`src/rtl/prl_pkg.sv`:
```
package prl_pkg;

  localparam int unsigned TimeW   = 32;
  localparam int unsigned SpaceW  = 16;
  localparam int unsigned LimitW  = 8;
  localparam int unsigned CountW  = 32;
  localparam int unsigned CfgIdxW = 3;
  localparam int unsigned CfgW    = 16;

  typedef logic [TimeW-1:0]   time_ms_t;
  typedef logic [SpaceW-1:0]  space_t;
  typedef logic [LimitW-1:0]  limit_t;
  typedef logic [CountW-1:0]  count_t;
  typedef logic [CfgIdxW-1:0] cfg_idx_t;
  typedef logic [CfgW-1:0]    cfg_data_t;
  typedef logic [1:0]         req_type_t;
  typedef logic [3:0]         level_t;

  // request codes
  localparam req_type_t REQ_LOG       = 2'd0;
  localparam req_type_t REQ_TELEM_ON  = 2'd1;
  localparam req_type_t REQ_TELEM_OFF = 2'd2;
  localparam req_type_t REQ_SPARE     = 2'd3;

  // level codes
  localparam level_t LVL_EMERG   = 4'd0;
  localparam level_t LVL_ALERT   = 4'd1;
  localparam level_t LVL_CRIT    = 4'd2;
  localparam level_t LVL_ERROR   = 4'd3;
  localparam level_t LVL_WARN    = 4'd4;
  localparam level_t LVL_NOTICE  = 4'd5;
  localparam level_t LVL_INFO    = 4'd6;
  localparam level_t LVL_DEBUG   = 4'd7;
  localparam level_t LVL_UNKNOWN = 4'd8;

  // configuration register indexes
  localparam cfg_idx_t CFG_MIN_SPACING = 3'd0;
  localparam cfg_idx_t CFG_WARN_SPACING = 3'd1;
  localparam cfg_idx_t CFG_HOT_SPACING = 3'd2;
  localparam cfg_idx_t CFG_BURST_WINDOW = 3'd3;
  localparam cfg_idx_t CFG_WARN_LIMIT = 3'd4;
  localparam cfg_idx_t CFG_INFO_LIMIT = 3'd5;
  localparam cfg_idx_t CFG_DEBUG_LIMIT = 3'd6;

  // configuration defaults
  localparam space_t RST_MIN_SPACING  = 16'd100;
  localparam space_t RST_WARN_SPACING = 16'd50;
  localparam space_t RST_HOT_SPACING  = 16'd50;
  localparam space_t RST_BURST_WINDOW = 16'd1000;
  localparam limit_t RST_WARN_LIMIT   = 8'd5;
  localparam limit_t RST_INFO_LIMIT   = 8'd3;
  localparam limit_t RST_DEBUG_LIMIT  = 8'd1;

endpackage

```
`src/rtl/prl_req_if.sv`:
```
interface prl_req_if import prl_pkg::*; ();
  logic      valid;
  logic      ready;
  req_type_t req_type;
  time_ms_t  now_ms;
  level_t    level_code;
  logic      hot_content;

  modport source (output valid, req_type, now_ms, level_code, hot_content, input ready);
  modport sink (input valid, req_type, now_ms, level_code, hot_content, output ready);
endinterface

```
`src/rtl/prl_res_if.sv`:
```
interface prl_res_if import prl_pkg::*; ();
  logic   valid;
  logic   ready;
  logic   publish;
  logic   was_critical;
  count_t forwarded_total;
  count_t dropped_total;
  count_t critical_total;

  modport source (output valid, publish, was_critical, forwarded_total, dropped_total,
                  critical_total, input ready);
  modport sink (input valid, publish, was_critical, forwarded_total, dropped_total,
                critical_total, output ready);
endinterface

```
`src/rtl/priority_rate_limiter.sv`:
```
// path: an accepted request waits in the input register and moves on to the result register
// when that register is empty or res.ready is high
// throughput: one request per cycle; the input register and the result register
// advance together, so the only limit is res.ready
// reset: counters, timers and burst count cleared, configuration to its defaults,
// telemetry mode to not-disabled, both pipeline registers empty
module priority_rate_limiter import prl_pkg::*; (
  input  logic       clk,
  input  logic       rst,
  input  logic       cfg_we,
  input  cfg_idx_t   cfg_idx,
  input  cfg_data_t  cfg_data,
  prl_req_if.sink    req,
  prl_res_if.source  res
);

  // configuration
  space_t min_spacing, warn_spacing, hot_spacing, burst_window;
  limit_t warn_limit, info_limit, debug_limit;

  always_ff @(posedge clk) begin
    if (rst) begin
      min_spacing  <= RST_MIN_SPACING;
      warn_spacing <= RST_WARN_SPACING;
      hot_spacing  <= RST_HOT_SPACING;
      burst_window <= RST_BURST_WINDOW;
      warn_limit   <= RST_WARN_LIMIT;
      info_limit   <= RST_INFO_LIMIT;
      debug_limit  <= RST_DEBUG_LIMIT;
    end else if (cfg_we) begin
      unique case (cfg_idx)
        CFG_MIN_SPACING:  min_spacing  <= cfg_data;
        CFG_WARN_SPACING: warn_spacing <= cfg_data;
        CFG_HOT_SPACING:  hot_spacing  <= cfg_data;
        CFG_BURST_WINDOW: burst_window <= cfg_data;
        CFG_WARN_LIMIT:   warn_limit   <= cfg_data[LimitW-1:0];
        CFG_INFO_LIMIT:   info_limit   <= cfg_data[LimitW-1:0];
        CFG_DEBUG_LIMIT:  debug_limit  <= cfg_data[LimitW-1:0];
        default: ;
      endcase
    end
  end

  // input register
  logic      s1_valid;
  req_type_t s1_type;
  time_ms_t  s1_now;
  level_t    s1_level;
  logic      s1_hot;
  logic      s1_move;

  assign s1_move   = s1_valid && (!res.valid || res.ready);
  assign req.ready = !s1_valid || s1_move;

  always_ff @(posedge clk) begin
    if (rst) begin
      s1_valid <= 1'b0;
    end else if (req.ready) begin
      s1_valid <= req.valid;
    end
    if (req.valid && req.ready) begin
      s1_type  <= req.req_type;
      s1_now   <= req.now_ms;
      s1_level <= req.level_code;
      s1_hot   <= req.hot_content;
    end
  end

  // limiter state
  time_ms_t last_pub, burst_start;
  limit_t   burst_used;
  logic     telem_off;
  count_t   fwd_cnt, drop_cnt, crit_cnt;

  // decision
  time_ms_t since, burst_since;
  logic     is_msg, is_crit, is_warn, is_info;
  logic     pub, drop, upd_last, win_restart, burst_inc;
  limit_t   used_eff, limit_sel;

  assign since       = s1_now - last_pub;
  assign burst_since = s1_now - burst_start;
  assign is_msg      = (s1_type == REQ_LOG);
  assign is_crit     = (s1_level <= LVL_ERROR);
  assign is_warn     = (s1_level == LVL_WARN);
  assign is_info     = (s1_level == LVL_NOTICE) || (s1_level == LVL_INFO);
  assign win_restart = burst_since > {{(TimeW-SpaceW){1'b0}}, burst_window};
  assign used_eff    = win_restart ? '0 : burst_used;

  always_comb begin
    priority if (is_warn) limit_sel = warn_limit;
    else if (is_info)     limit_sel = info_limit;
    else                  limit_sel = debug_limit;
  end

  always_comb begin
    pub       = 1'b0;
    drop      = 1'b0;
    burst_inc = 1'b0;
    if (is_msg) begin
      if (is_crit) begin
        pub = 1'b1;
      end else if (!telem_off) begin
        if (s1_hot) begin
          pub = (since >= {{(TimeW-SpaceW){1'b0}}, hot_spacing});
        end else if (since < {{(TimeW-SpaceW){1'b0}}, min_spacing}) begin
          // warnings may undercut the minimum spacing and then skip the burst check
          if (is_warn && since >= {{(TimeW-SpaceW){1'b0}}, warn_spacing}) begin
            pub = 1'b1;
          end else begin
            drop = 1'b1;
          end
        end else if (used_eff >= limit_sel) begin
          drop = 1'b1;
        end else begin
          pub       = 1'b1;
          burst_inc = 1'b1;
        end
      end
    end
    upd_last = pub;
  end

  // the window check happens only on the burst path
  logic   burst_path;
  count_t fwd_next, drop_next, crit_next;

  assign burst_path = is_msg && !is_crit && !telem_off && !s1_hot &&
                      (since >= {{(TimeW-SpaceW){1'b0}}, min_spacing});
  assign fwd_next  = fwd_cnt + (pub ? count_t'(1) : count_t'(0));
  assign drop_next = drop_cnt + (drop ? count_t'(1) : count_t'(0));
  assign crit_next = crit_cnt + ((pub && is_crit) ? count_t'(1) : count_t'(0));

  always_ff @(posedge clk) begin
    if (rst) begin
      last_pub    <= '0;
      burst_start <= '0;
      burst_used  <= '0;
      telem_off   <= 1'b0;
      fwd_cnt     <= '0;
      drop_cnt    <= '0;
      crit_cnt    <= '0;
    end else if (s1_move) begin
      if (s1_type == REQ_TELEM_ON) telem_off <= 1'b0;
      if (s1_type == REQ_TELEM_OFF) telem_off <= 1'b1;
      if (upd_last) last_pub <= s1_now;
      if (burst_path) begin
        if (win_restart) burst_start <= s1_now;
        burst_used <= used_eff + (burst_inc ? limit_t'(1) : limit_t'(0));
      end
      fwd_cnt  <= fwd_next;
      drop_cnt <= drop_next;
      crit_cnt <= crit_next;
    end
  end

  // result register
  always_ff @(posedge clk) begin
    if (rst) begin
      res.valid <= 1'b0;
    end else if (!res.valid || res.ready) begin
      res.valid <= s1_valid;
    end
    if (s1_move) begin
      res.publish         <= pub;
      res.was_critical    <= pub && is_crit;
      res.forwarded_total <= fwd_next;
      res.dropped_total   <= drop_next;
      res.critical_total  <= crit_next;
    end
  end

  a_crit_implies_pub: assert property (@(posedge clk) disable iff (rst)
    res.valid |-> (!res.was_critical || res.publish))
    else $error("was_critical set without publish");

  a_pub_drop_excl: assert property (@(posedge clk) disable iff (rst)
    s1_valid |-> !(pub && drop))
    else $error("request both published and dropped");

  a_telem_off_blocks: assert property (@(posedge clk) disable iff (rst)
    (s1_valid && is_msg && !is_crit && telem_off) |-> (!pub && !drop))
    else $error("non-critical message passed while telemetry disabled");

  a_no_loss: assert property (@(posedge clk) disable iff (rst)
    (s1_valid && !s1_move) |=> s1_valid)
    else $error("held request vanished from input register");

  a_move_fills_out: assert property (@(posedge clk) disable iff (rst)
    s1_move |=> res.valid)
    else $error("request advanced but no result presented");

endmodule
```
`src/flat_wrapper.sv`:
```
// flat-port wrapper written by rule: the top's interface ports become plain ports
module priority_rate_limiter_flat import prl_pkg::*;
  (clk, rst, cfg_we, cfg_idx, cfg_data, req_valid, req_req_type, req_now_ms, req_level_code, req_hot_content, req_ready, res_valid, res_publish, res_was_critical, res_forwarded_total, res_dropped_total, res_critical_total, res_ready);
  prl_req_if req_i ();
  prl_res_if res_i ();
  input  logic clk;
  input  logic rst;
  input  logic cfg_we;
  input  cfg_idx_t cfg_idx;
  input  cfg_data_t cfg_data;
  input wire logic [$bits(req_i.valid)-1:0] req_valid;
  input wire logic [$bits(req_i.req_type)-1:0] req_req_type;
  input wire logic [$bits(req_i.now_ms)-1:0] req_now_ms;
  input wire logic [$bits(req_i.level_code)-1:0] req_level_code;
  input wire logic [$bits(req_i.hot_content)-1:0] req_hot_content;
  output wire logic [$bits(req_i.ready)-1:0] req_ready;
  output wire logic [$bits(res_i.valid)-1:0] res_valid;
  output wire logic [$bits(res_i.publish)-1:0] res_publish;
  output wire logic [$bits(res_i.was_critical)-1:0] res_was_critical;
  output wire logic [$bits(res_i.forwarded_total)-1:0] res_forwarded_total;
  output wire logic [$bits(res_i.dropped_total)-1:0] res_dropped_total;
  output wire logic [$bits(res_i.critical_total)-1:0] res_critical_total;
  input wire logic [$bits(res_i.ready)-1:0] res_ready;
  assign req_i.valid = req_valid;
  assign req_i.req_type = req_req_type;
  assign req_i.now_ms = req_now_ms;
  assign req_i.level_code = req_level_code;
  assign req_i.hot_content = req_hot_content;
  assign req_ready = req_i.ready;
  assign res_valid = res_i.valid;
  assign res_publish = res_i.publish;
  assign res_was_critical = res_i.was_critical;
  assign res_forwarded_total = res_i.forwarded_total;
  assign res_dropped_total = res_i.dropped_total;
  assign res_critical_total = res_i.critical_total;
  assign res_i.ready = res_ready;
  priority_rate_limiter u_core (.clk(clk), .rst(rst), .cfg_we(cfg_we), .cfg_idx(cfg_idx), .cfg_data(cfg_data), .req(req_i), .res(res_i));
endmodule
```
`config.mk`:
```
export PLATFORM = sky130hd
export DESIGN_NAME = priority_rate_limiter_flat
export DESIGN_NICKNAME = d
export VERILOG_FILES = /design/src/rtl/prl_pkg.sv /design/src/rtl/prl_req_if.sv /design/src/rtl/prl_res_if.sv /design/src/rtl/priority_rate_limiter.sv /design/src/flat_wrapper.sv
export SDC_FILE = /design/constraint.sdc
export NUM_CORES = 1
export LEC_CHECK = 0
export ABC_AREA = 1
export ABC_CLOCK_PERIOD_IN_PS = 12600
export BUFFER_PORTS_ARGS = -buffer_cell sky130_fd_sc_hd__buf_2
export CELL_PAD_IN_SITES_DETAIL_PLACEMENT = 0
export CELL_PAD_IN_SITES_GLOBAL_PLACEMENT = 1
export CORE_ASPECT_RATIO = 0.6
export CORE_MARGIN = 4
export CORE_UTILIZATION = 49
export CTS_CLUSTER_SIZE = 14
export DETAILED_ROUTE_END_ITERATION = 8
export PLACE_DENSITY = 0.87
export RECOVER_POWER = 50
export SYNTH_ARGS = -nofsm -noshare
export SYNTH_HDL_FRONTEND = slang
export SYNTH_SLANG_ARGS = --single-unit
```
`constraint.sdc`:
```
create_clock -name clk -period 12.6 [get_ports clk]
set_input_delay 3.78 -clock clk [delete_from_list [all_inputs] [get_ports clk]]
set_output_delay 3.78 -clock clk [all_outputs]
set_load 0.005 [all_outputs]
```
==> Implementation_results.wiki, run 1 <==
{| class="wikitable"
! Metric !! Value
|-
| Number of buffers on the longest clock path || 3
|-
| Tmin final || ~8.5 ns
|-
| Non-filler instance count after layout || 3,779
|-
| Number of input and output port buffers inserted || 162
|-
| Peak supply drop || ~0.000096 V
|-
| Synthesized instance count || about 3,000
|-
| Highest fanout seen on the critical path || 89
|-
| Final period utilization || 0.673
|-
| Clock tree sinks || 396
|-
| Final estimated routing congestion in global placement || 1.03
|-
| CTS H-tree lvls || 2
|-
| Number of global-route vias before repair || about 19,000
|-
| Average size of a mapped cell || 7.52 µm²
|-
| Die Width || 285 µm
|-
| RSZ-0062 raised after global routing || false
|-
| Number of antenna violations at the first check in global routing || 1
|-
| Run status || finished, violations left
|-
| Maximum achievable frequency || 118 MHz
|-
| Seq/Total Area, Yosys || 0.413
|-
| Count of final setup violators || 0
|-
| CTS clk-pin slew, worst paths || 0.06 ns
|-
| Number of enable-type register cells in the synthesized netlist || roughly 140
|-
| Power density over the cells || approximately 130 nW/µm²
|-
| Num ports || ~160
|-
| Area growth, synth to finish || 10.9%
|-
| Total length of routed wires || roughly 64,000 µm
|-
| Hold path startpoint || u_core.telem_off
|-
| Type of the tightest min-delay check || flip-flop to flip-flop
|-
| Sum of net half-perimeters after detailed placement || 47,800 µm
|-
| Final routed wire length divided by cell count || 16.9 µm
|-
| Number of cells traversed by the worst hold path || 2
|-
| Type of element capturing the critical path || flip-flop
|-
| Initial core utilization || 0.499
|-
| R2R cell count || 46
|-
| Number of cells in the design after placement || 3,704
|-
| Standard-cell row count || 60
|-
| Leakage power || 11.4 nW
|-
| CP Class || primary input to flip-flop
|-
| Worst hold margin || 0.458 ns
|-
| Data arrival, critical path || 8.91 ns
|-
| Maximum number of pins on one net before global-route repair || 117
|-
| Core Footprint || between 40,000 and 50,000 µm²
|-
| Crit Reg-Reg Startpoint || u_core.s1_now[0]
|-
| N_diodes || 0
|-
| Post-CTS resize count || 0
|-
| Seq cells post-synth || 396
|-
| Final hold violation count || 0
|-
| Y dimension of the die || 174 µm
|-
| Critical Path RT || 13.04 ns
|-
| Count of different cell masters after synthesis || 49
|-
| Count of TritonRoute iterations in the first routing pass || 6
|-
| Remaining number of nets flagged by the antenna check after routing || 0
|-
| GRT Util Overall || 0.254
|-
| Final-layout setup total negative slack || 0 ns
|-
| CTS Root Buffer Type || sky130_fd_sc_hd__clkbuf_16
|-
| Violations in the final reports || max-capacitance violations, max-slew violations
|-
| Combined area of all synthesized cells || 22,500 µm²
|-
| Residual overflow from global routing || 0
|-
| Worst slew pin tran || approximately 3.4 ns
|-
| Primary flip-flop cell chosen by synthesis mapping || sky130_fd_sc_hd__dfxtp_1
|-
| Number of design-rule violations left by the first detailed-router iteration || roughly 1,500
|-
| Maximum clock skew at final layout || 0.0223 ns
|-
| Final #Nets || 3,336
|-
| Headroom to the max-slew limit || -1.24
|-
| Fraction of synthesis flops using an asynchronous set or reset pin || 0
|-
| Synthesized netlist net count || 3,205
|-
| Inserted Clock Buffers || 41
|-
| TritonCTS clock tree || yes
|-
| Commonest cells after routing, fill and taps aside || 588 x sky130_fd_sc_hd__nand2_1, 509 x sky130_fd_sc_hd__inv_1, 321 x sky130_fd_sc_hd__nor2_1
|-
| Launching element of the worst setup path || rst
|-
| Max-slew violations || 263
|-
| Remaining routing DRC violations || 0
|-
| Cts-stage hold buffer count || 0
|-
| Most common cell after layout, fill and taps aside || sky130_fd_sc_hd__nand2_1
|-
| Synth Warn # || 0
|-
| Worst-skew pair later-pin latency || approximately 0.57 ns
|-
| Kind of start point of the critical path || primary input
|-
| Postcts setup bufs || 0
|-
| First-pass GRT wire length || between 100,000 and 150,000 µm
|-
| Number of max-capacitance violations reported || 4
|-
| Vias per cell || 5.17
|-
| Die outline area || just under 50,000 µm²
|-
| Routed via count || 19,500
|-
| Fraction of layout cells with a size suffix above 1 || 0.0817
|}
-- path summary, 6_finish.rpt --
path | to | slack, ns
max | u_core.crit_cnt[1] | 4.12
min | u_core.telem_off | 0.46
max reg2reg | u_core.drop_cnt[30] | 4.45
min reg2reg | u_core.telem_off | 0.46
-- cells in the mapped netlist (2+ instances only) --
master | count | share of area
sky130_fd_sc_hd__o21bai_1 | 3 | 0.0010
sky130_fd_sc_hd__and2_1 | 2 | 0.00056
sky130_fd_sc_hd__fa_1 | 2 | 0.0018
sky130_fd_sc_hd__edfxtp_1 | 137 | 0.18
sky130_fd_sc_hd__nor2_2 | 31 | 0.0086
sky130_fd_sc_hd__nor4_1 | 10 | 0.0028
sky130_fd_sc_hd__o21ai_1 | 21 | 0.0047
sky130_fd_sc_hd__nand4_1 | 40 | 0.011
sky130_fd_sc_hd__nand3_2 | 23 | 0.010
sky130_fd_sc_hd__buf_2 | 8 | 0.0018
sky130_fd_sc_hd__o211ai_1 | 15 | 0.0050
sky130_fd_sc_hd__inv_1 | 511 | 0.085
sky130_fd_sc_hd__a21oi_1 | 267 | 0.059
sky130_fd_sc_hd__clkinv_1 | 3 | 0.00050
sky130_fd_sc_hd__a21o_1 | 3 | 0.0010
sky130_fd_sc_hd__or2_2 | 2 | 0.00056
sky130_fd_sc_hd__buf_6 | 7 | 0.0035
sky130_fd_sc_hd__nor3_2 | 7 | 0.0031
sky130_fd_sc_hd__dfxtp_1 | 259 | 0.23
sky130_fd_sc_hd__nor2_1 | 316 | 0.053
sky130_fd_sc_hd__nand3b_1 | 11 | 0.0037
sky130_fd_sc_hd__buf_1 | 5 | 0.00083
sky130_fd_sc_hd__ha_1 | 144 | 0.080
sky130_fd_sc_hd__inv_2 | 14 | 0.0023
sky130_fd_sc_hd__and3_1 | 2 | 0.00056
sky130_fd_sc_hd__xnor2_1 | 7 | 0.0027
sky130_fd_sc_hd__nor3_1 | 21 | 0.0047
sky130_fd_sc_hd__nor2_4 | 5 | 0.0025
sky130_fd_sc_hd__nand2_2 | 15 | 0.0042
sky130_fd_sc_hd__o21ai_0 | 211 | 0.047
sky130_fd_sc_hd__xor2_1 | 105 | 0.041
sky130_fd_sc_hd__a221oi_1 | 3 | 0.0012
sky130_fd_sc_hd__nand3_1 | 121 | 0.027
sky130_fd_sc_hd__nand2_1 | 588 | 0.098
sky130_fd_sc_hd__a211oi_1 | 7 | 0.0023
sky130_fd_sc_hd__clkbuf_1 | 56 | 0.0093
sky130_fd_sc_hd__clkbuf_8 | 2 | 0.0012
-- cell type report --
| class | count | area, µm² |
|---|---|---|
| inverter | 528 | 1990 |
| timing repair buffer | 168 | 768 |
| clock inverter | 22 | 236 |
| clock buffer | 53 | 1100 |
| multi-input combinational | 1992 | 10800 |
| tap | 620 | 776 |
| sequential | 396 | 9300 |
| fill | 4322 | 20100 |
-- per-layer routing --
layer,track usage,part of all wire,up-vias
met5,0,0,-
met1,0.394,0.51,8979
met3,0.0526,0.077,72
li1,-,-,9896
met2,0.364,0.40,588
met4,0.0457,0.017,0
-- registers in the layout, indices dropped and copies added, names as in the netlist, 32 cells and up --
signal and cells:
u_core.drop_cnt 32, u_core.res.dropped_total 32, u_core.last_pub 32, u_core.burst_start 32, u_core.s1_now 32, u_core.res.critical_total 32
u_core.fwd_cnt 32, u_core.res.forwarded_total 32, u_core.crit_cnt 32
-- stage by stage --
stage / util / total power [W] / setup WS (ns) / instance area [µm²]
2_1_floorplan: - / 0.00182 / 4.70 / 22500
3_3_place_gp: 0.527 / 0.00199 / 4.65 / 23800
3_5_place_dp: 0.527 / 0.00200 / 4.55 / 23800
4_1_cts: 0.557 / 0.00324 / 4.52 / 25100
5_1_grt: 0.554 / 0.00338 / 3.44 / 25000
6_report: 0.554 / 0.00322 / 4.12 / 25000
-- where the power goes --
group,switching (W),internal (W),total (W)
clock,0.000531,0.000705,0.00124
combinational,0.000368,0.000178,0.000546
sequential,0.0000432,0.00139,0.00143
-- logic make-up after synthesis --
kind of cell,count (synthesis),synth area share
AND/OR/NAND/NOR,1199,0.233
buffers and inverters,608,0.105
AO/OA/AOI/OAI,534,0.123
flip-flops,396,0.413
adder cells (fa/ha/maj),146,0.0818
XOR/XNOR,113,0.0443
-- worst max-delay path, stage by stage --
cell                         delay (ns)
sky130_fd_sc_hd__clkbuf_1          0.99
sky130_fd_sc_hd__clkinvlp_2        2.53
sky130_fd_sc_hd__buf_4             1.13
sky130_fd_sc_hd__o21ai_0           0.23
sky130_fd_sc_hd__nor2_1            0.08
No activity file was read; power rests on OpenSTA's default activity.
==> run 2, diff against run 1 <==
- ABC_CLOCK_PERIOD_IN_PS: 12600 -> 7400
- CORE_UTILIZATION: 49 -> 41
- PLACE_DENSITY: 0.87 -> 0.78
- clock period: 12.6 -> 7.4 ns (I/O delays scaled with it)
==> run 2 against run 1 <==
The flow still finishes with violations (max-capacitance violations, max-slew violations). Count of clock-buffer cells in the layout is 5 higher. Worst setup slack worse by 4.0 ns. Register-to-register slack worse by 4.3 ns. Flip-flop and latch count stayed put. Highest routed layer unchanged.
==> Implementation_results.wiki, run 2 (same netlist as run 1, synthesis figures left out) <==
{| class="wikitable"
! Metric !! Value
|-
| Final routed wire length divided by cell count || 17.1 µm (+1.2%)
|-
| Cts-stage hold buffer count || 0 (unchanged)
|-
| Area growth, synth to finish || 16.1%
|-
| Launching element of the worst setup path || u_core.s1_now[2]
|-
| Peak supply drop || 0.000144 V (+50%)
|-
| Worst setup margin || 0.171 ns (-3.95 ns)
|-
| Worst hold margin || 0.456 ns (-0.00184 ns)
|-
| Reg2reg end || u_core.fwd_cnt[28]
|-
| Total length of routed wires || 66,900 µm (+5.1%)
|-
| Most common cell after layout, fill and taps aside || sky130_fd_sc_hd__nand2_1
|-
| CP Class || flip-flop to flip-flop
|-
| Worst setup slack for register-to-register paths || 0.17 ns (-4.28 ns)
|-
| Die Width || 311 µm (+9.1%)
|-
| Data arrival, critical path || 7.69 ns (-1.22 ns)
|-
| RSZ-0062 raised after global routing || true
|-
| Count of final setup violators || 0 (unchanged)
|-
| Run status || finished, violations left
|-
| Num ports || 163 (unchanged)
|-
| Final period utilization || 0.977
|-
| Placed standard-cell area || 24,000 µm² (+1.0%)
|-
| Die outline area || 58,900 µm² (+19%)
|-
| Type of element capturing the critical path || flip-flop
|-
| Pre-CTS setup slack || 0.0561 ns (-4.50 ns)
|-
| Number of antenna violations at the first check in global routing || 2 (+1)
|-
| Maximum cell stage delay along the critical path || 0.46 ns (-2.07 ns)
|-
| Commonest cells after routing, fill and taps aside || 561 x sky130_fd_sc_hd__nand2_1, 506 x sky130_fd_sc_hd__inv_1, 305 x sky130_fd_sc_hd__nor2_1
|-
| Worst-path cell with the longest stage delay || sky130_fd_sc_hd__edfxtp_1
|-
| Number of global-route vias before repair || 18,100 (-2.4%)
|-
| Count of TritonRoute iterations in the first routing pass || 6 (unchanged)
|-
| Final-layout setup total negative slack || 0 ns (unchanged)
|-
| Setup crit end || u_core.fwd_cnt[28]
|-
| Worst-skew pair later-pin latency || 0.57 ns (about the same)
|-
| CTS Root Buffer Type || sky130_fd_sc_hd__clkbuf_16
|-
| R2R cell count || 50 (+8.7%)
|-
| Max-slew violations || 212 (-19%)
|-
| Power density over the cells || 214 nW/µm² (+66%)
|-
| Remaining number of nets flagged by the antenna check after routing || 0 (unchanged)
|-
| Tmin final || 7.23 ns
|-
| Maximum number of pins on one net before global-route repair || 111 (-5.1%)
|-
| Final estimated routing congestion in global placement || 0.939 (-8.5%)
|-
| Leakage power || 11.7 nW (+2.6%)
|-
| Number of buffers on the longest clock path || 3 (unchanged)
|-
| Final hold violation count || 0 (unchanged)
|-
| Highest fanout seen on the critical path || 7 (-92%)
|-
| First-pass GRT wire length || 102,000 µm (+0.54%)
|-
| Sum of net half-perimeters after detailed placement || 49,800 µm (+4.2%)
|-
| TritonCTS clock tree || yes
|-
| GRT Util Overall || 0.217 (-0.0362)
|-
| Type of the tightest min-delay check || flip-flop to flip-flop
|-
| Crit Reg-Reg Startpoint || u_core.s1_now[2]
|-
| Number of cells in the design after placement || 3,814 (+3.0%)
|-
| Remaining routing DRC violations || 0 (unchanged)
|-
| Core Footprint || 54,300 µm² (+20%)
|-
| Y dimension of the die || 190 µm (+8.9%)
|-
| Violations in the final reports || max-capacitance violations, max-slew violations
|-
| Number of max-capacitance violations reported || 4 (unchanged)
|-
| Residual overflow from global routing || 0 (unchanged)
|-
| Routed via count || 19,800 (+1.5%)
|-
| Final #Nets || 3,388 (+1.6%)
|-
| Headroom to the max-slew limit || -1.21 (+0.0335)
|-
| Vias per cell || 5.06 (-2.2%)
|-
| Standard-cell row count || 66 (+10%)
|-
| Cell repeated most along the worst path || sky130_fd_sc_hd__nand2_2
|-
| Clock tree sinks || 396 (unchanged)
|-
| Non-filler instance count after layout || 3,922 (+3.8%)
|-
| Maximum achievable frequency || 138 MHz
|-
| Number of input and output port buffers inserted || 162 (unchanged)
|-
| Worst slew pin tran || 3.31 ns (-0.0503 ns)
|-
| Kind of start point of the critical path || flip-flop
|-
| Initial core utilization || 0.415 (-0.0841)
|-
| Maximum clock skew at final layout || 0.0205 ns (-0.00181 ns)
|-
| CTS H-tree lvls || 2 (unchanged)
|-
| CTS clk-pin slew, worst paths || 0.06 ns (about the same)
|-
| Inserted Clock Buffers || 41 (unchanged)
|-
| Final std cell area, no fill || 26,200 µm² (+4.7%)
|-
| Critical Path RT || 7.86 ns (-5.18 ns)
|-
| Fraction of layout cells with a size suffix above 1 || 0.123 (+0.0409)
|-
| Number of design-rule violations left by the first detailed-router iteration || 1,598 (+7.6%)
|}
==> run 2: report_power, final <==
| group | switching (W) | internal, W | total [W] |
|---|---|---|---|
| Clock | 0.000898 | 0.00126 | 0.00216 |
| Sequential | 0.0000773 | 0.00237 | 0.00245 |
| Combinational | 0.000655 | 0.000338 | 0.000993 |
| Total | 0.00163 | 0.00397 | 0.00560 |
==> run 2: worst min path at each step <==
stage / from / to / slack (ns) / cells after the start
after detailed placement: u_core.debug_limit[0] / u_core.debug_limit[0] / 0.44 / 2
after global placement: u_core.debug_limit[0] / u_core.debug_limit[0] / 0.44 / 2
after global routing: u_core.debug_limit[0] / u_core.debug_limit[0] / 0.48 / 2
after floorplan: u_core.warn_limit[2] / u_core.warn_limit[2] / 0.43 / 2
final: u_core.telem_off / u_core.telem_off / 0.46 / 2
after CTS: u_core.debug_limit[0] / u_core.debug_limit[0] / 0.46 / 2
==> run 2: metal layers <==
layer,GRT usage,part of all wire,vias to the layer above,wire length [µm]
met1,0.348,0.53,9255,35600
met3,0.0373,0.062,65,4170
met2,0.303,0.39,508,26200
met5,0,0,-,0
met4,0.0405,0.015,0,1000
li1,-,-,10000,-
==> run 2: area by class of cell <==
cell class	instances	area [µm²]
Fill cell	5417	28100
Multi-Input combinational cell	1992	11500
Sequential cell	396	9300
Inverter	528	1990
Clock buffer	58	1150
Timing Repair Buffer	220	1140
Tap cell	714	893
Clock inverter	13	205
Antenna cell	1	2.50
==> run 2: timing repair <==
action | 4_1_cts | 5_1_grt
setup buffers | 0 | 36
resized for setup | 0 | 139
endpoints found under the setup margin | 0 | 43
==> run 2: through the flow <==
stage | power [W] | utilization
finish | 0.00560 | 0.482
global route | 0.00588 | 0.482
CTS | 0.00560 | 0.468
detailed placement | 0.00342 | 0.443
global placement | 0.00340 | 0.443
floorplan | 0.00310 | -
==> run 2: worst max-delay path: cells and delay by family, from the launching register on <==
kind	cells	cell delay, ns
AND/OR/NAND/NOR	34	3.84
AO/OA/AOI/OAI	5	0.74
buffers and inverters	4	0.61
flip-flops	1	0.46
XOR/XNOR	2	0.23
adder cells (fa/ha/maj)	5	1.21
==> run 3, diff against run 2 <==
- CORE_ASPECT_RATIO: 0.6 -> 1.5
==> run 3 against run 2 <==
The run still ends with max-capacitance violations, max-slew violations left. Sequential share of layout area decreased by 0.17 points. Cell count is 0.25% higher. Non-clock buffer count is 24 higher. Register-to-register slack gained 0.12 ns. Final area up 0.47%. Worst setup slack gained 0.12 ns. Hold slack gained 0.0031 ns. Critical path depth fell by 5. First-iteration DRC count is 43% lower. Total power is 0.42% lower. Sequential power hardly changed. Combinational power decreased by 2.8%. Largest power group unchanged.
==> Implementation_results.wiki, run 3 (same netlist as run 1, synthesis figures left out) <==
{| class="wikitable"
! Metric !! Value
|-
| Run status || finished, violations left
|-
| Violations in the final reports || max-capacitance violations, max-slew violations
|-
| Worst setup slack for register-to-register paths || 0.29 ns (+0.12 ns)
|-
| Number of cells traversed by the worst hold path || 2 (unchanged)
|-
| Number of input and output port buffers inserted || 162 (unchanged)
|-
| Psw || 0.00161 W (-1.1%)
|-
| Type of element capturing the critical path || flip-flop
|-
| Final estimated routing congestion in global placement || 0.917 (-2.4%)
|-
| Crit Reg-Reg Startpoint || u_core.s1_now[5]
|-
| Die Width || 199 µm (-36%)
|-
| Core Footprint || 54,500 µm² (+0.49%)
|-
| Final #Nets || 3,412 (+0.71%)
|-
| Y dimension of the die || 295 µm (+56%)
|-
| Power density over the cells || 212 nW/µm² (-0.89%)
|-
| Remaining number of nets flagged by the antenna check after routing || 0 (unchanged)
|-
| Standard-cell row count || 105 (+59%)
|-
| Most common cell after layout, fill and taps aside || sky130_fd_sc_hd__nand2_1
|-
| Pre-CTS setup slack || 0.0884 ns (+0.0322 ns)
|-
| Kind of start point of the critical path || flip-flop
|-
| Highest fanout seen on the critical path || 7 (unchanged)
|-
| R2R cell count || 45 (-10%)
|-
| Data arrival, critical path || 7.42 ns (-0.27 ns)
|-
| CTS H-tree lvls || 2 (unchanged)
|-
| Headroom to the max-slew limit || -0.726 (+0.480)
|-
| Maximum cell stage delay along the critical path || 0.46 ns (about the same)
|-
| Sum of net half-perimeters after detailed placement || 48,300 µm (-2.9%)
|-
| Initial core utilization || 0.413 (-0.00203)
|-
| Die outline area || 58,800 µm² (about the same)
|-
| Count of final setup violators || 0 (unchanged)
|-
| Clock tree sinks || 396 (unchanged)
|-
| Worst-path cell with the longest stage delay || sky130_fd_sc_hd__edfxtp_1
|-
| Met1 usage || 0.242 (-0.106)
|-
| Fraction of layout cells with a size suffix above 1 || 0.125 (+0.00199)
|-
| Peak supply drop || 0.000153 V (+6.0%)
|-
| Vias per cell || 5.02 (-0.68%)
|-
| TritonCTS clock tree || yes
|-
| CTS Root Buffer Type || sky130_fd_sc_hd__clkbuf_16
|-
| Worst hold margin || 0.459 ns (+0.00307 ns)
|-
| Post-route core utilization || 0.482 (about the same)
|-
| Type of the tightest min-delay check || flip-flop to flip-flop
|-
| Final hold violation count || 0 (unchanged)
|-
| Commonest cells after routing, fill and taps aside || 569 x sky130_fd_sc_hd__nand2_1, 506 x sky130_fd_sc_hd__inv_1, 310 x sky130_fd_sc_hd__nor2_1
|-
| Max-slew violations || 109 (-49%)
|-
| Share of total power consumed by net switching || 0.289 (-0.00202)
|-
| Internal portion of total power || 0.00396 W (-0.13%)
|-
| Worst setup margin || 0.291 ns (+0.121 ns)
|-
| First-pass GRT wire length || 100,000 µm (-2.0%)
|-
| Total length of routed wires || 64,500 µm (-3.5%)
|-
| Cell repeated most along the worst path || sky130_fd_sc_hd__nand2_1
|-
| Final routed wire length divided by cell count || 16.4 µm (-3.8%)
|-
| Global routing's busiest layer || met2
|-
| CP Class || flip-flop to flip-flop
|-
| Reg2reg end || u_core.res.dropped_total[30]
|-
| Number of global-route vias before repair || 19,100 (+5.3%)
|-
| CTS clk-pin slew, worst paths || 0.06 ns (about the same)
|-
| End of the worst hold path || u_core.debug_limit[0]
|-
| Final-layout setup total negative slack || 0 ns (unchanged)
|-
| Leakage power || 11.9 nW (+1.4%)
|-
| Critical Path RT || 7.71 ns (-0.15 ns)
|-
| Maximum achievable frequency || 141 MHz (+1.7%)
|-
| Hold path startpoint || u_core.debug_limit[0]
|-
| Routed via count || 19,700 (-0.42%)
|-
| Met3 capacity usage during global routing || 0.0236 (-0.0137)
|-
| Num ports || 163 (unchanged)
|-
| RSZ-0062 raised after global routing || true
|-
| Number of design-rule violations left by the first detailed-router iteration || 913 (-43%)
|-
| Number of buffers on the longest clock path || 3 (unchanged)
|-
| Worst slew pin tran || 2.57 ns (-0.734 ns)
|-
| Number of antenna violations at the first check in global routing || 2 (unchanged)
|-
| Fraction of power consumed by sequential logic || 0.439 (+0.002)
|-
| Share of power burned in combinational logic || 0.173 (-0.004)
|-
| Number of max-capacitance violations reported || 2 (-2)
|-
| Clock power frac || 0.388 (+0.003)
|-
| Met2 Usage GRT || 0.408 (+0.106)
|-
| Tmin final || 7.11 ns (-0.121 ns)
|-
| Maximum clock skew at final layout || 0.0302 ns (+0.00974 ns)
|-
| Maximum number of pins on one net before global-route repair || 132 (+19%)
|-
| Inserted Clock Buffers || 41 (unchanged)
|-
| Count of TritonRoute iterations in the first routing pass || 5 (-1)
|-
| GRT Util Overall || 0.212 (-0.00546)
|-
| Remaining routing DRC violations || 0 (unchanged)
|-
| Residual overflow from global routing || 0 (unchanged)
|-
| Final period utilization || 0.961 (-0.0163)
|-
| Cts-stage hold buffer count || 0 (unchanged)
|-
| Worst-skew pair later-pin latency || 0.58 ns (about the same)
|-
| Area growth, synth to finish || 16.7%
|}
## run 3: cell count changes in the layout (fill, tap and decap cells not counted), moves of 5 or more
cell	change
sky130_fd_sc_hd__buf_4	+22
sky130_fd_sc_hd__clkbuf_1	-6
sky130_fd_sc_hd__nand2_1	+8
sky130_fd_sc_hd__nand2_2	-9
sky130_fd_sc_hd__nor2_1	+5
sky130_fd_sc_hd__o21ai_1	+6
## run 3: repair_timing
item / in CTS / in global routing
setup endpoints to repair: 0 / 49
setup buffers: 0 / 31
gates resized for setup: 0 / 120
## run 3: through the flow
step,total power [W],instance area [µm²],cells
after floorplan,0.00310,22500,2996
after global placement,0.00340,24200,3824
after detailed placement,0.00342,24200,3824
after CTS,0.00562,25600,3900
after global routing,0.00586,26300,3932
final,0.00557,26300,3932
## run 3: how the worst max path moves through the flow
stage | startpoint | end | slack (ns) | cells past startpoint
2_1_floorplan | u_core.s1_now[0] | u_core.res.forwarded_total[28] | 0.93 | 49
3_3_place_gp | u_core.s1_now[0] | u_core.drop_cnt[24] | 0.17 | 48
3_5_place_dp | u_core.s1_now[0] | u_core.drop_cnt[24] | 0.09 | 48
4_1_cts | u_core.s1_now[0] | u_core.drop_cnt[24] | 0.05 | 48
5_1_grt | u_core.s1_now[2] | u_core.drop_cnt[30] | -0.28 | 48
6_report | u_core.s1_now[5] | u_core.res.dropped_total[30] | 0.29 | 45
## run 3: layout make-up
type,count,area (µm²)
fillers,5474,28200
multi-input cells,1992,11400
flip-flops and latches,396,9300
inverters,528,1990
repair buffers,244,1350
clock buffers,52,1090
well taps,695,870
clock inverters,24,293
diodes,1,2.50
## run 3: routing by layer
| metal | vias up | part of all wire |
|---|---|---|
| met5 | - | 0 |
| met4 | 0 | 0.030 |
| met3 | 107 | 0.033 |
| met2 | 377 | 0.53 |
| met1 | 9226 | 0.40 |
| li1 | 10000 | - |
## run 3: power by group through the flow
| stage | Clock (W) | Sequential, W | Combinational, W |
|---|---|---|---|
| CTS | 0.00224 | 0.00244 | 0.000939 |
| detailed placement | 0 | 0.00249 | 0.000934 |
| global placement | 0 | 0.00248 | 0.000920 |
| floorplan | 0 | 0.00247 | 0.000632 |
| global route | 0.00231 | 0.00246 | 0.00110 |
| finish | 0.00216 | 0.00245 | 0.000965 |
## run 3: critical path, delay by kind of cell (launching register included)
family	cells	cell delay (ns)
buffers and inverters	3	0.44
AO/OA/AOI/OAI	4	0.55
flip-flops	1	0.46
adder cells (fa/ha/maj)	5	1.16
AND/OR/NAND/NOR	32	3.92
XOR/XNOR	1	0.25
